$ cat config.mk
export PLATFORM = sky130hd
export DESIGN_NAME = crba_room_unit
export DESIGN_NICKNAME = d
export VERILOG_FILES = /design/src/rtl/crba_pkg.sv /design/src/rtl/crba_room_unit.sv
export SDC_FILE = /design/constraint.sdc
export NUM_CORES = 1
export LEC_CHECK = 0
export ABC_AREA = 0
export BUFFER_PORTS_ARGS = -buffer_cell sky130_fd_sc_hd__buf_2
export CAP_MARGIN = 20
export CORE_MARGIN = 2
export CORE_UTILIZATION = 56
export DETAILED_ROUTE_END_ITERATION = 12
export GPL_ROUTABILITY_DRIVEN = 0
export MAX_ROUTING_LAYER = met4
export PLACE_DENSITY = 0.95
export SETUP_SLACK_MARGIN = 0.05
export SYNTH_ARGS = -nofsm -noshare
export SYNTH_HDL_FRONTEND = slang
export SYNTH_SLANG_ARGS = --single-unit
$ cat constraint.sdc
create_clock -name vclk -period 4.95
set_input_delay 0 -clock vclk [all_inputs]
set_output_delay 0 -clock vclk [all_outputs]
set_load 0.05 [all_outputs]
$ cat src/rtl/crba_pkg.sv
// Types, constants and codes of the contiguous ring buffer allocator.
package crba_pkg;

    localparam int ARENA_BYTES = 512 * 1024;
    localparam int DESCRIPTORS = 256;
    localparam int STREAMS     = 2;

    localparam int PTR_W  = $clog2(ARENA_BYTES + 1);
    localparam int CNT_W  = $clog2(DESCRIPTORS + 1);
    localparam int IDX_W  = $clog2(DESCRIPTORS);
    localparam int SEL_W  = (STREAMS > 1) ? $clog2(STREAMS) : 1;
    localparam int SLOTS  = STREAMS * DESCRIPTORS;
    localparam int ADDR_W = $clog2(SLOTS);

    localparam int LEN_W = 20;
    localparam int OFF_W = 19;
    localparam int CMP_W = (PTR_W > LEN_W) ? PTR_W : LEN_W;

    localparam logic [PTR_W-1:0] ARENA_END = PTR_W'(ARENA_BYTES);

    localparam logic [2:0] FUNC_RESERVE = 3'd0;
    localparam logic [2:0] FUNC_POP     = 3'd1;
    localparam logic [2:0] FUNC_FLUSH   = 3'd2;
    localparam logic [2:0] FUNC_MARK    = 3'd3;
    localparam logic [2:0] FUNC_REOPEN  = 3'd4;

    localparam logic [1:0] STATUS_OK       = 2'd0;
    localparam logic [1:0] STATUS_NO_SPACE = 2'd1;
    localparam logic [1:0] STATUS_EMPTY    = 2'd2;
    localparam logic [1:0] STATUS_EOS      = 2'd3;

    typedef struct packed {
        logic [2:0]       func;
        logic             stream_sel;
        logic [LEN_W-1:0] chunk_length;
        logic [63:0]      chunk_stamp;
        logic [31:0]      source_position;
    } t_in_word;

    typedef struct packed {
        logic [1:0]       status;
        logic [OFF_W-1:0] data_offset;
        logic [LEN_W-1:0] popped_length;
        logic [63:0]      popped_stamp;
        logic [31:0]      popped_position;
        logic [31:0]      play_position;
    } t_out_word;

    typedef struct packed {
        logic [PTR_W-1:0] offset;
        logic [LEN_W-1:0] length;
        logic [63:0]      stamp;
        logic [31:0]      position;
    } t_desc;

    localparam int DESC_W = $bits(t_desc);

    // Verdict of the room check for one reservation attempt.
    typedef struct packed {
        logic fits;
        logic limit_is_end;
    } t_room;

endpackage

$ cat src/rtl/crba_room_unit.sv
// Shared room check: limit select, free-room subtract and length compare.
module crba_room_unit import crba_pkg::*; (
    input  logic [PTR_W-1:0] i_write_ptr,
    input  logic [PTR_W-1:0] i_reader_ptr,
    input  logic [LEN_W-1:0] i_length,
    output t_room            o_room
);

    logic [PTR_W-1:0] limit;
    logic [PTR_W-1:0] room;

    always_comb begin
        limit = (i_write_ptr <= i_reader_ptr) ? i_reader_ptr : ARENA_END;
        room  = limit - i_write_ptr;
        o_room.fits         = CMP_W'(room) >= CMP_W'(i_length);
        o_room.limit_is_end = (limit == ARENA_END);
    end

endmodule

* Yosys cells after proc, flatten, opt, wreduce, memory -nomap -nowiden *
Cells that the tools add are included.

cells by class
  eq/ne operators = 1
  add/sub/neg operators = 1
  magnitude comparators = 2
  muxes and demuxes = 1

operators by type and width
  kind                    number
  $eq A20 B20 Y1 const B  1
  $ge A20 B20 Y1          1
  $le A20 B20 Y1          1
  $mux W20                1
  $sub A20 B20 Y20        1

word-level totals
  logic and storage cells = 5
  register bits after elaboration = 0
  input bits = 60

* Longest topological paths before layout *
  depth after elaboration = 4
  depth in mapped cells = 26
  depth with buffers taken out = 25

* Worst setup path before layout *
Ideal clock, no wire load.

  kind = in2out
  start = input i_reader_ptr[18]
  end = output o_room[1] (netlist name)
  arrival time = 4.902 ns
  path slack = 0.048 ns
  stages on the path = 24
  path through = inv_1 -> ha_1 -> nand4_1 -> nor4_1 -> o21ai_1 -> a31oi_1 -> buf_2 -> nand2b_1 -> ha_1 -> inv_1 -> fa_1 -> a21o_2 -> nand4_1 -> nand2_2 -> a41o_1 -> a211o_1 -> a21oi_2 -> xnor2_1 -> ha_1 -> and3_1 -> nand3_1 -> o21ai_0 -> a21oi_1 -> o21ai_0

RTL lines
  element             RTL line             source
  start: declaration  crba_room_unit.sv:4  input logic [PTR_W-1:0] i_reader_ptr,
  end: declaration    crba_room_unit.sv:6  output t_room o_room

==> flow_summary.yaml <==
die:
  core-area_mm2: 0.003606
  dieArea_mm2: 0.004215
  initial_core_util_pct: 57.63
  placementRows: 22
  io_pins: 62
  fp.dieH_um: 64.92
  die_width_um: 64.92
synthesis:
  yosysSeqAreaShare_pct: 0
  muxShareOfSynthArea_pct: 0
  synthXorXnorAreaFrac_pct: 7.586
  yosys_warnings: 0
  synth_compound_area_share_pct: 25.41
  synth.net_count: 424
  synthCells: 303
  synthSimpleGateAreaFrac_pct: 17.16
  ys_types: 38
  postSynthAreaPerCell_um2: 6.859
  synth_area_mm2: 0.002078
  synth_top_family_by_area: "adder cells"
  synth_adder_area_share_pct: 37.09
finish:
  fillers: 306
  nNetsFinal: 485
  drive_gt1_share_pct: 20.17
  area_delta_synth_final_pct: 18.30
  layout_common_cells: "inv_1 (66), buf_2 (62), ha_1 (60)"
  register_area_um2: 0
  finalNonFillerCells: 410
  final_util_pct: 68.18
  n_antenna_cell: 0
  clock_buffers: 0
  layout_commonest_cell: "inv_1"
  design.seq.count: 0
drt:
  vias: 2244
  routed_wl_um: 5051
  drt_iter0_drc: 70
  dr.pass1.iters: 5
  drc: 0
  post_drt_wl_per_cell_um: 12.32
  avgViaCountPerCell: 5.473
  ant_nets: 0
power:
  leakage_nw: 1.531
  power.density_mw_per_mm2: 155.8
  ir_drop_uv: 64.71
timing:
  max_slew_margin_pct: 71.09
  hold_viol: 0
  slew_violations: 0
  max_slew.worst_pin.slew_ns: 0.4318
  hold_slack_ns: 0.5037
  period_share_pct: 93.17
  layout_min_cycle_time_ns: 4.612
  rsz0062_at_grt: "false"
  fin_setup_tns_ns: 0
  setup_violations: 0
  max_freq_mhz: 216.8
outcome:
  status: "completed"
worst_setup_path:
  critPathMaxFanout: 3
  arrival_ns: 4.61
  crit_type: "input pin to output pin"
  worstSetupStartpointType: "input pin"
  crit_required_ns: 4.95
  critPathLaunch: "i_reader_ptr[15]"
  slowest_stage: "fa_1"
  cpPeakStageDelay_ns: 0.40
  end_kind: "output pin"
  crit_end: "o_room[1]"
clock_network:
  post_cts_buffers: 0
  holdBufCountCts: 0
placed_design:
  dpl.hpwl_um: 4585
  dp.cells: 410
  port_buffers: 62
global_routing:
  grt_pass1_wl_um: 8714
  antenna_found_initial: 0
  grt_start_max_net_pins: 21
  grt_usage_pct: 25.23
  gr-total-overflow: 0
  grt_pass1_vias: 2219
worst_hold_path:
  hold_class: "input pin to output pin"
run:
  cap_violations: 0
-- worst max-delay path: cells and delay by family --
family	cells	cell delay [ns]
compound gates	13	2.11
xor+xnor	1	0.15
fa+ha+maj	4	1.07
buf+inv	4	0.44
simple gates	5	0.82
-- how the worst min path moves through the flow --
stage               cells past startpoint         to        startpoint  slack (ns)
floorplan                               2  o_room[0]   i_reader_ptr[0]        0.36
global placement                        4  o_room[0]  i_reader_ptr[11]        0.50
detailed placement                      4  o_room[0]  i_reader_ptr[14]        0.51
CTS                                     4  o_room[0]  i_reader_ptr[14]        0.51
global route                            4  o_room[0]  i_reader_ptr[14]        0.53
finish                                  4  o_room[0]  i_reader_ptr[14]        0.50
-- cell usage after synthesis, drive strengths merged (2+ instances only) --
library cell | number | area share, %
inv | 66 | 12
ha | 60 | 36
a21oi | 29 | 7.5
nor2 | 26 | 4.7
a21o | 17 | 6.3
nand2 | 13 | 2.5
o21ai | 13 | 3.1
xnor2 | 10 | 4.2
nand3 | 9 | 2.2
nand4 | 8 | 2.4
xor2 | 8 | 3.4
nor4 | 5 | 1.5
o21bai | 4 | 1.4
a221oi | 3 | 1.6
a31oi | 3 | 0.90
and3 | 3 | 0.90
nand2b | 3 | 0.90
a41o | 2 | 0.96
and2 | 2 | 0.60
buf | 2 | 0.48
clkbuf | 2 | 0.36
nor2b | 2 | 0.60
nor3 | 2 | 0.48
o211ai | 2 | 0.72
-- routing by layer --
layer | GRT usage (%) | part of all wire (%) | vias up
met5 | - | 0 | -
met4 | 6.915 | 2.5 | 0
met3 | 0.5208 | 4.1 | 15
met2 | 45.88 | 49 | 64
met1 | 30.55 | 45 | 994
li1 | - | - | 1171
-- layout make-up --
cell class	count	area (µm²)	area share [%]
multi-input cells	233	1829	74.40
repair buffers	63	321.6	13.08
inverters	66	247.7	10.08
well taps	48	60.06	2.443
-- timing repair --
action                                  CTS  global route
endpoints found under the hold margin     0             0
endpoints found under the setup margin    0             1
gates resized for setup                   0             5
-- stage by stage --
| step | cell area [µm²] | setup WS (ns) | total power [mW] |
|---|---|---|---|
| finish | 2459 | 0.3380 | 0.3830 |
| global route | 2459 | 0.08413 | 0.4345 |
| CTS | 2439 | 0.2821 | 0.3789 |
| detailed placement | 2439 | 0.3034 | 0.3764 |
| global placement | 2439 | 0.5293 | 0.3603 |
| floorplan | 2078 | 0.4272 | 0.2825 |
-- kinds of logic (layout without fill, tap and decap cells) --
| family | count (synthesis) | after routing |
|---|---|---|
| AO/OA/AOI/OAI | 80 | 80 |
| XOR/XNOR | 18 | 18 |
| AND/OR/NAND/NOR | 74 | 74 |
| adder cells (fa/ha/maj) | 61 | 61 |
| buffers and inverters | 70 | 129 |
-- power breakdown --
part	total (mW)	switching (mW)	leakage (nW)	internal [mW]
logic	0.383	0.213	1.53	0.170
registers	0	0	0	0
clock network	0	0	0	0
total	0.383	0.213	1.53	0.170
(Power assumes the default switching activity.)
