`config.mk`:
```
export PLATFORM = sky130hd
export DESIGN_NAME = crba_ram
export DESIGN_NICKNAME = d
export VERILOG_FILES = /design/src/rtl/crba_ram.sv
export SDC_FILE = /design/constraint.sdc
export NUM_CORES = 1
export LEC_CHECK = 0
export BUFFER_PORTS_ARGS = -buffer_cell sky130_fd_sc_hd__clkbuf_2
export CAP_MARGIN = 20
export CORE_ASPECT_RATIO = 2
export CORE_MARGIN = 4
export CORE_UTILIZATION = 50
export DETAILED_ROUTE_END_ITERATION = 7
export GPL_ROUTABILITY_DRIVEN = 0
export PLACE_DENSITY = 0.67
export SLEW_MARGIN = 20
export SYNTH_ARGS = -nofsm -noshare
export SYNTH_HDL_FRONTEND = slang
export SYNTH_SLANG_ARGS = --single-unit
export TNS_END_PERCENT = 1
```
`constraint.sdc`:
```
create_clock -name i_clk -period 3.1 [get_ports i_clk]
set_clock_uncertainty 0.1 [all_clocks]
set_input_delay 0.155 -clock i_clk [delete_from_list [all_inputs] [get_ports i_clk]]
set_output_delay 0.155 -clock i_clk [all_outputs]
set_load 0.02 [all_outputs]
```
`src/rtl/crba_ram.sv`:
```
// Generic single-write, single-read RAM with registered read data.
module crba_ram #(
    parameter int WIDTH = 8,
    parameter int DEPTH = 16
) (
    input  logic                     i_clk,
    input  logic                     i_wr_en,
    input  logic [$clog2(DEPTH)-1:0] i_wr_addr,
    input  logic [WIDTH-1:0]         i_wr_data,
    input  logic                     i_rd_en,
    input  logic [$clog2(DEPTH)-1:0] i_rd_addr,
    output logic [WIDTH-1:0]         o_rd_data
);

    logic [WIDTH-1:0] r_mem [DEPTH];
    logic [WIDTH-1:0] r_rd_data;

    always_ff @(posedge i_clk) begin
        if (i_wr_en) begin
            r_mem[i_wr_addr] <= i_wr_data;
        end
        if (i_rd_en) begin
            r_rd_data <= r_mem[i_rd_addr];
        end
    end

    assign o_rd_data = r_rd_data;

endmodule

```
## After elaboration in Yosys (flattened, before gate mapping)

Memory sizes are Yosys's and may differ from the RTL's. A register that Yosys moved wholly into a read port is not among the register bits.
Cells that the tools add are included.

- Memories kept: 1
- Memory bits (read-only): 0
- Bits of input ports: 19
- Word-level logic and storage cells: 3
- Latch bits: 0
- RAM bits: 128
- Output and inout bits: 8
- Bits in registers: 0

- Multiply operators: 0
- Shifts and indexed selects: 0
- Equal/unequal tests: 0
- $lt $le $gt $ge: 0
- Multiplexer cells: 2
- Div/mod/pow operators: 0
- Add/subtract/negate cells: 0
- Bitwise operators: 0
- Reduce and logical (&&, ||, !) cells: 0

Memories:

| memory | depth | bits a word | read ports | clocked after Yosys merged registers in | wr ports | RTL line | text |
|---|---|---|---|---|---|---|---|
| r_mem | 16 | 8 | 1 | 1 | 1 | 15 | `logic [WIDTH-1:0] r_mem [DEPTH];` |

Operators by type and width:

| operator | number |
|---|---|
| 1-bit two-way mux | 2 |

## Logic depth before layout (Yosys ltp)

Gate-level depths: netlist (run 1).

- Word-level depth: 2
- Gate-level depth with buffers: 5
- Gate-level depth less buffers: 3

## Least setup slack after synthesis (run 1)

OpenSTA, ideal clock, no wires.

- Path type: input to register
- Start point: in i_wr_addr[2]
- End point: mem r_mem[0][0] (enable)
- Data required time: 2,617 ps
- Path slack: 1,352 ps
- Path buffers: 0
- Arrival: 1,265 ps
- Cell stages on the path: 2
- Setup time: 383 ps
- Path through: or3b_2 > nor3_1

RTL lines:

| item | RTL line | text |
|---|---|---|
| from (decl) | 8 | `input logic [$clog2(DEPTH)-1:0] i_wr_addr,` |
| to (decl) | 15 |  |

Straight into the memory's write port.

==> results of run 1 <==
[per-layer routing]
layer  track usage  wire, um  vias to the layer above
met2        0.3002      5598                       71
met3       0.05503       457                       19
met5             0         0                        -
li1              -         -                     1067
met4       0.07010       189                        0
met1        0.1999      3387                     1224
[power by group through the flow]
stage	Sequential [mW]	Clock, mW	Combinational [mW]
after floorplan	2.13	0	0.105
after CTS	2.08	2.10	0.186
after global routing	2.09	2.18	0.200
final	2.08	2.06	0.183
after global placement	2.12	0	0.179
after detailed placement	2.12	0	0.186
[Yosys cell counts]
cell	n
buf_2	3
buf_6	3
nor2b_1	1
edfxtp_1	136
nand3_1	1
mux4_1	14
nand2b_1	2
nor3_1	4
clkdlybuf4s25_2	3
and2_1	1
buf_4	1
mux4_2	18
nand3b_1	2
or3b_2	1
nand2_1	9
a22oi_1	16
nor2_1	13
and2b_1	1
[sequential cells by signal, summed over array words and instances (netlist names)]
signal and flops:
o_rd_data 8, r_mem 128
[final cells by class]
| class | instances | area, um^2 |
|---|---|---|
| clock buffers | 17 | 425.4 |
| clock inverters | 15 | 190.2 |
| fillers | 740 | 4056 |
| multi-input cells | 83 | 1057 |
| flip-flops and latches | 136 | 4084 |
| well taps | 135 | 168.9 |
| repair buffers | 31 | 167.7 |
[placed cells by master, fill, tap and decap left out, drive strengths merged]
| cell type | instances |
|---|---|
| edfxtp | 136 |
| clkbuf | 43 |
| mux4 | 32 |
| a22oi | 16 |
| nor2 | 13 |
| nand2 | 9 |
| inv | 7 |
| buf | 5 |
| nor3 | 4 |
| bufinv | 3 |
| clkinv | 3 |
| nand3b | 2 |
| nand2b | 2 |
| clkinvlp | 2 |
| nor2b | 1 |
| and2 | 1 |
| and2b | 1 |
| nand3 | 1 |
| or3b | 1 |
[path summary, 6_finish.rpt]
path	start	endpoint	slack, ns	cells after the start
worst min register to register	r_mem[12][0]	o_rd_data[0]	0.66	3
worst max-delay path	i_rd_addr[0]	o_rd_data[2]	1.47	5
worst min-delay path	i_rd_en	o_rd_data[5]	0.03	1
worst max register to register	r_mem[2][2]	o_rd_data[2]	1.55	3
[worst max-delay path, cell delays in order]
cell	delay, ns
clkbuf_2	0.07
buf_4	0.48
mux4_1	0.62
a22oi_1	0.26
nand2_1	0.09
[through the flow]
stage / cell area, um^2 / std cells / power [mW] / setup WS [ns]
3_5_place_dp: 5478 / 385 / 2.308 / 1.023
4_1_cts: 6093 / 417 / 4.373 / 1.466
2_1_floorplan: 5228 / 229 / 2.234 / 1.352
5_1_grt: 6093 / 417 / 4.464 / 1.350
6_report: 6093 / 417 / 4.330 / 1.474
3_3_place_gp: 5478 / 385 / 2.299 / 1.031
[kinds of logic (layout without fill, tap and decap cells)]
family                 Yosys count  after routing  share of synthesized area
buffers and inverters           10             63                    0.01651
muxes                           32             32                     0.1479
DFF                            136            136                     0.7812
and+or+nand+nor                 35             35                    0.03136
AOI/OAI and AO/OA               16             16                    0.02298
==> out/qor.yml, run 1 <==
p_int_mw: 3.429
setup_viol: 0
cts_resized: 0
die_w_um: 80.30
vias: 2381
switching_share: 0.2082
grt_usage: 0.1753
wl_per_cell_um: 23.10
syn_area_um2: 5228
clockBufferDepth: 2
final_util: 0.6003
clkLatencyLatePin_ns: 0.41
ys_warn_count: 0
cts_setup_buffers: 0
rows: 52
area_growth_pct: 16.56
post-route-period-util: 0.5244
synth_area_leader_cell: "edfxtp_1"
cellPowerDensity_nw_per_um2: 710.7
core_area_um2: 10150
dr.first_iter.drc_count: 164
required_ns: 3.16
cts_hold_buffers: 0
place_hpwl_um: 6527
synth_cells: 229
cts_sinks: 136
slew_headroom: 0.3661
worst-setup-path-type: "in -> reg"
die_h_um: 152.6
synth.yosys.seq_area_share: 0.7812
avgSynthCellArea_um2: 22.83
drc: 0
gr-total-overflow: 0
dr.pass1.iters: 4
vias_per_cell: 5.710
peakVddDrop_uv: 479.0
slew_violations: 0
nNetsFinal: 288
layout-drive-gt1-share: 0.2872
drtAntennaViolNets: 0
htreeDepth: 4
grt_pass1_vias: 2509
crit_fanout: 32
synth_top_area_share: 0.7812
port_buffers: 26
ys_seq_elements: 136
numCtsBuffers: 17
tns_ns: 0
tightest_slew_ns: 0.9474
hold_path_class: "in -> reg"
n_antenna_cell: 0
maxCapViolCount: 0
synth_area_leaders: "edfxtp_1 (78%), mux4_2 (7.8%), mux4_1 (7.0%)"
seqPwrFrac: 0.481
clockRootBuffer: "clkbuf_16"
p_sw_mw: 0.9017
pin_count: 27
end_kind: "flip-flop"
whs_ns: 0.02944
period_needed_ns: 1.626
start_util: 0.5150
status: "finished, final reports clean"
fmax_ghz: 0.6152
power.combinational.fraction: 0.042
grt_max_degree: 33
die_area_um2: 12250
arrival_ns: 1.69
p_leak_nw: 2.036
cts_tree: "built"
grt_pass1_wl_um: 14830
totalWireLength_um: 9633
grt_antenna_before_repair: 0
syn-num-nets: 248
power_frac_clock: 0.477
critPathLaunchType: "primary input"
hold_viol: 0
synth_cell_types: 18
clkTransAtPathRegs_ns: 0.06
grt_setup_unrepaired: "no"
Power figures use the tool's default switching activity.
==> inputs of run 2 (changes only) <==
--- a/config.mk
+++ b/config.mk
@@ -12,7 +12,7 @@
 export CORE_UTILIZATION = 50
 export DETAILED_ROUTE_END_ITERATION = 7
 export GPL_ROUTABILITY_DRIVEN = 0
-export PLACE_DENSITY = 0.67
+export PLACE_DENSITY = 0.7
 export SLEW_MARGIN = 20
 export SYNTH_ARGS = -nofsm -noshare
 export SYNTH_HDL_FRONTEND = slang
==> constraint.sdc (replaced) <==
create_clock -name i_clk -period 1.4 [get_ports i_clk]
set_clock_uncertainty 0.1 [all_clocks]
set_input_delay 0.07 -clock i_clk [delete_from_list [all_inputs] [get_ports i_clk]]
set_output_delay 0.07 -clock i_clk [all_outputs]
set_load 0.02 [all_outputs]
==> out/qor.yml, run 2 (same netlist as run 1, synthesis figures left out) <==
layout_common_cells: "edfxtp_1 (136), mux4_2 (30), buf_4 (27)"
die_h_um: 152.6
cts_tree: "built"
max_stage_delay_ns: 0.50
clockRootBuffer: "clkbuf_16"
grt_max_degree: 21
vias_per_cell: 5.594
path_delay_family: "multiplexers"
dp.cells: 409
clkLatencyLatePin_ns: 0.41
area_growth_pct: 20.92
die_w_um: 80.30
layout-drive-gt1-share: 0.3955
numCtsBuffers: 17
vias: 2495
cellPowerDensity_nw_per_um2: 1493
drtAntennaViolNets: 0
setup_ws_ns: -0.08970
hold_path_class: "in -> reg"
hold_viol: 0
slew_violations: 0
final_area_um2: 6321
grt_usage: 0.1873
largest_reg_flops: 128
die_area_um2: 12250
port_buffers: 26
grt_antenna_before_repair: 0
violations: "setup timing"
drc: 0
critPathBufInv: 0
grt_pass1_wl_um: 16220
grt_setup_unrepaired: "yes"
end_kind: "flip-flop"
final_common_cell: "edfxtp_1"
maxCapViolCount: 0
nNetsFinal: 318
largest-register: "r_mem"
grt_pass1_vias: 2751
place_area_um2: 5662
cts_sinks: 136
required_ns: 1.45
crit_path_cell_trace: "mux4_2, a22oi_2, nand2_1"
place_hpwl_um: 6787
critPathLaunchType: "flip-flop"
clockBufferDepth: 2
totalWireLength_um: 10130
cts_setup_buffers: 0
clkTransAtPathRegs_ns: 0.05
p_leak_nw: 2.133
worst-setup-path-type: "reg -> reg"
pin_count: 27
slew_headroom: 0.4083
fmax_ghz: 0.6713
wl_per_cell_um: 22.70
fillers: 732
arrival_ns: 1.54
n_antenna_cell: 0
period_needed_ns: 1.490
setup_viol: 8
dr.pass1.iters: 4
tightest_slew_ns: 0.8843
start_util: 0.5150
post-route-period-util: 1.064
crit_fanout: 1
rrSetupSlack_ns: -0.09
core_area_um2: 10150
whs_ns: 0.001800
rows: 52
peakVddDrop_uv: 1616
htreeDepth: 4
final_cells: 446
slowest_stage: "mux4_2"
gr-total-overflow: 0
status: "finished with violations"
dr.first_iter.drc_count: 209
-- run 2: cell type report --
type | count | area [um^2] | area share
multi-input cells | 83 | 1052 | 0.1665
repair buffers | 61 | 432.9 | 0.06849
flip-flops and latches | 136 | 4084 | 0.6461
well taps | 135 | 168.9 | 0.02672
clock inverters | 14 | 157.7 | 0.02494
clock buffers | 17 | 425.4 | 0.06730
-- run 2: final timing paths --
check               start           end  depth (start not counted)
min          i_wr_data[6]   r_mem[5][6]                          1
max           r_mem[3][3]  o_rd_data[3]                          3
max reg2reg   r_mem[3][3]  o_rd_data[3]                          3
min reg2reg   r_mem[4][0]  o_rd_data[0]                          3
-- run 2: what timing repair did --
item,CTS,global route
pin swaps,3,3
hold endpoints to repair,82,0
gates resized for setup,10,2
hold buffers,6,0
endpoints found under the setup margin,8,8
gates cloned,0,0
-- run 2: metrics by stage --
step | total power [mW] | util | worst slack, ns | setup TNS, ns
after global placement | 5.140 | 0.5578 | -0.2935 | -2.346
after CTS | 9.515 | 0.6227 | -0.1312 | -0.6211
after floorplan | 4.956 | - | -0.03615 | -1.143
after global routing | 9.763 | 0.6228 | -0.1530 | -1.012
final | 9.437 | 0.6228 | -0.08970 | -0.5555
after detailed placement | 5.157 | 0.5578 | -0.3539 | -2.435
-- run 2: routing by layer --
layer	vias up	global-route usage	wire length, um
li1	1112	-	-
met4	0	0.07091	90
met3	6	0.04615	441
met2	88	0.3224	5780
met1	1289	0.2231	3811
met5	-	0	0
-- run 2: report_power, final --
part	switching [mW]	internal [mW]
clock network	1.57	2.77
logic	0.273	0.213
registers	0.0253	4.59
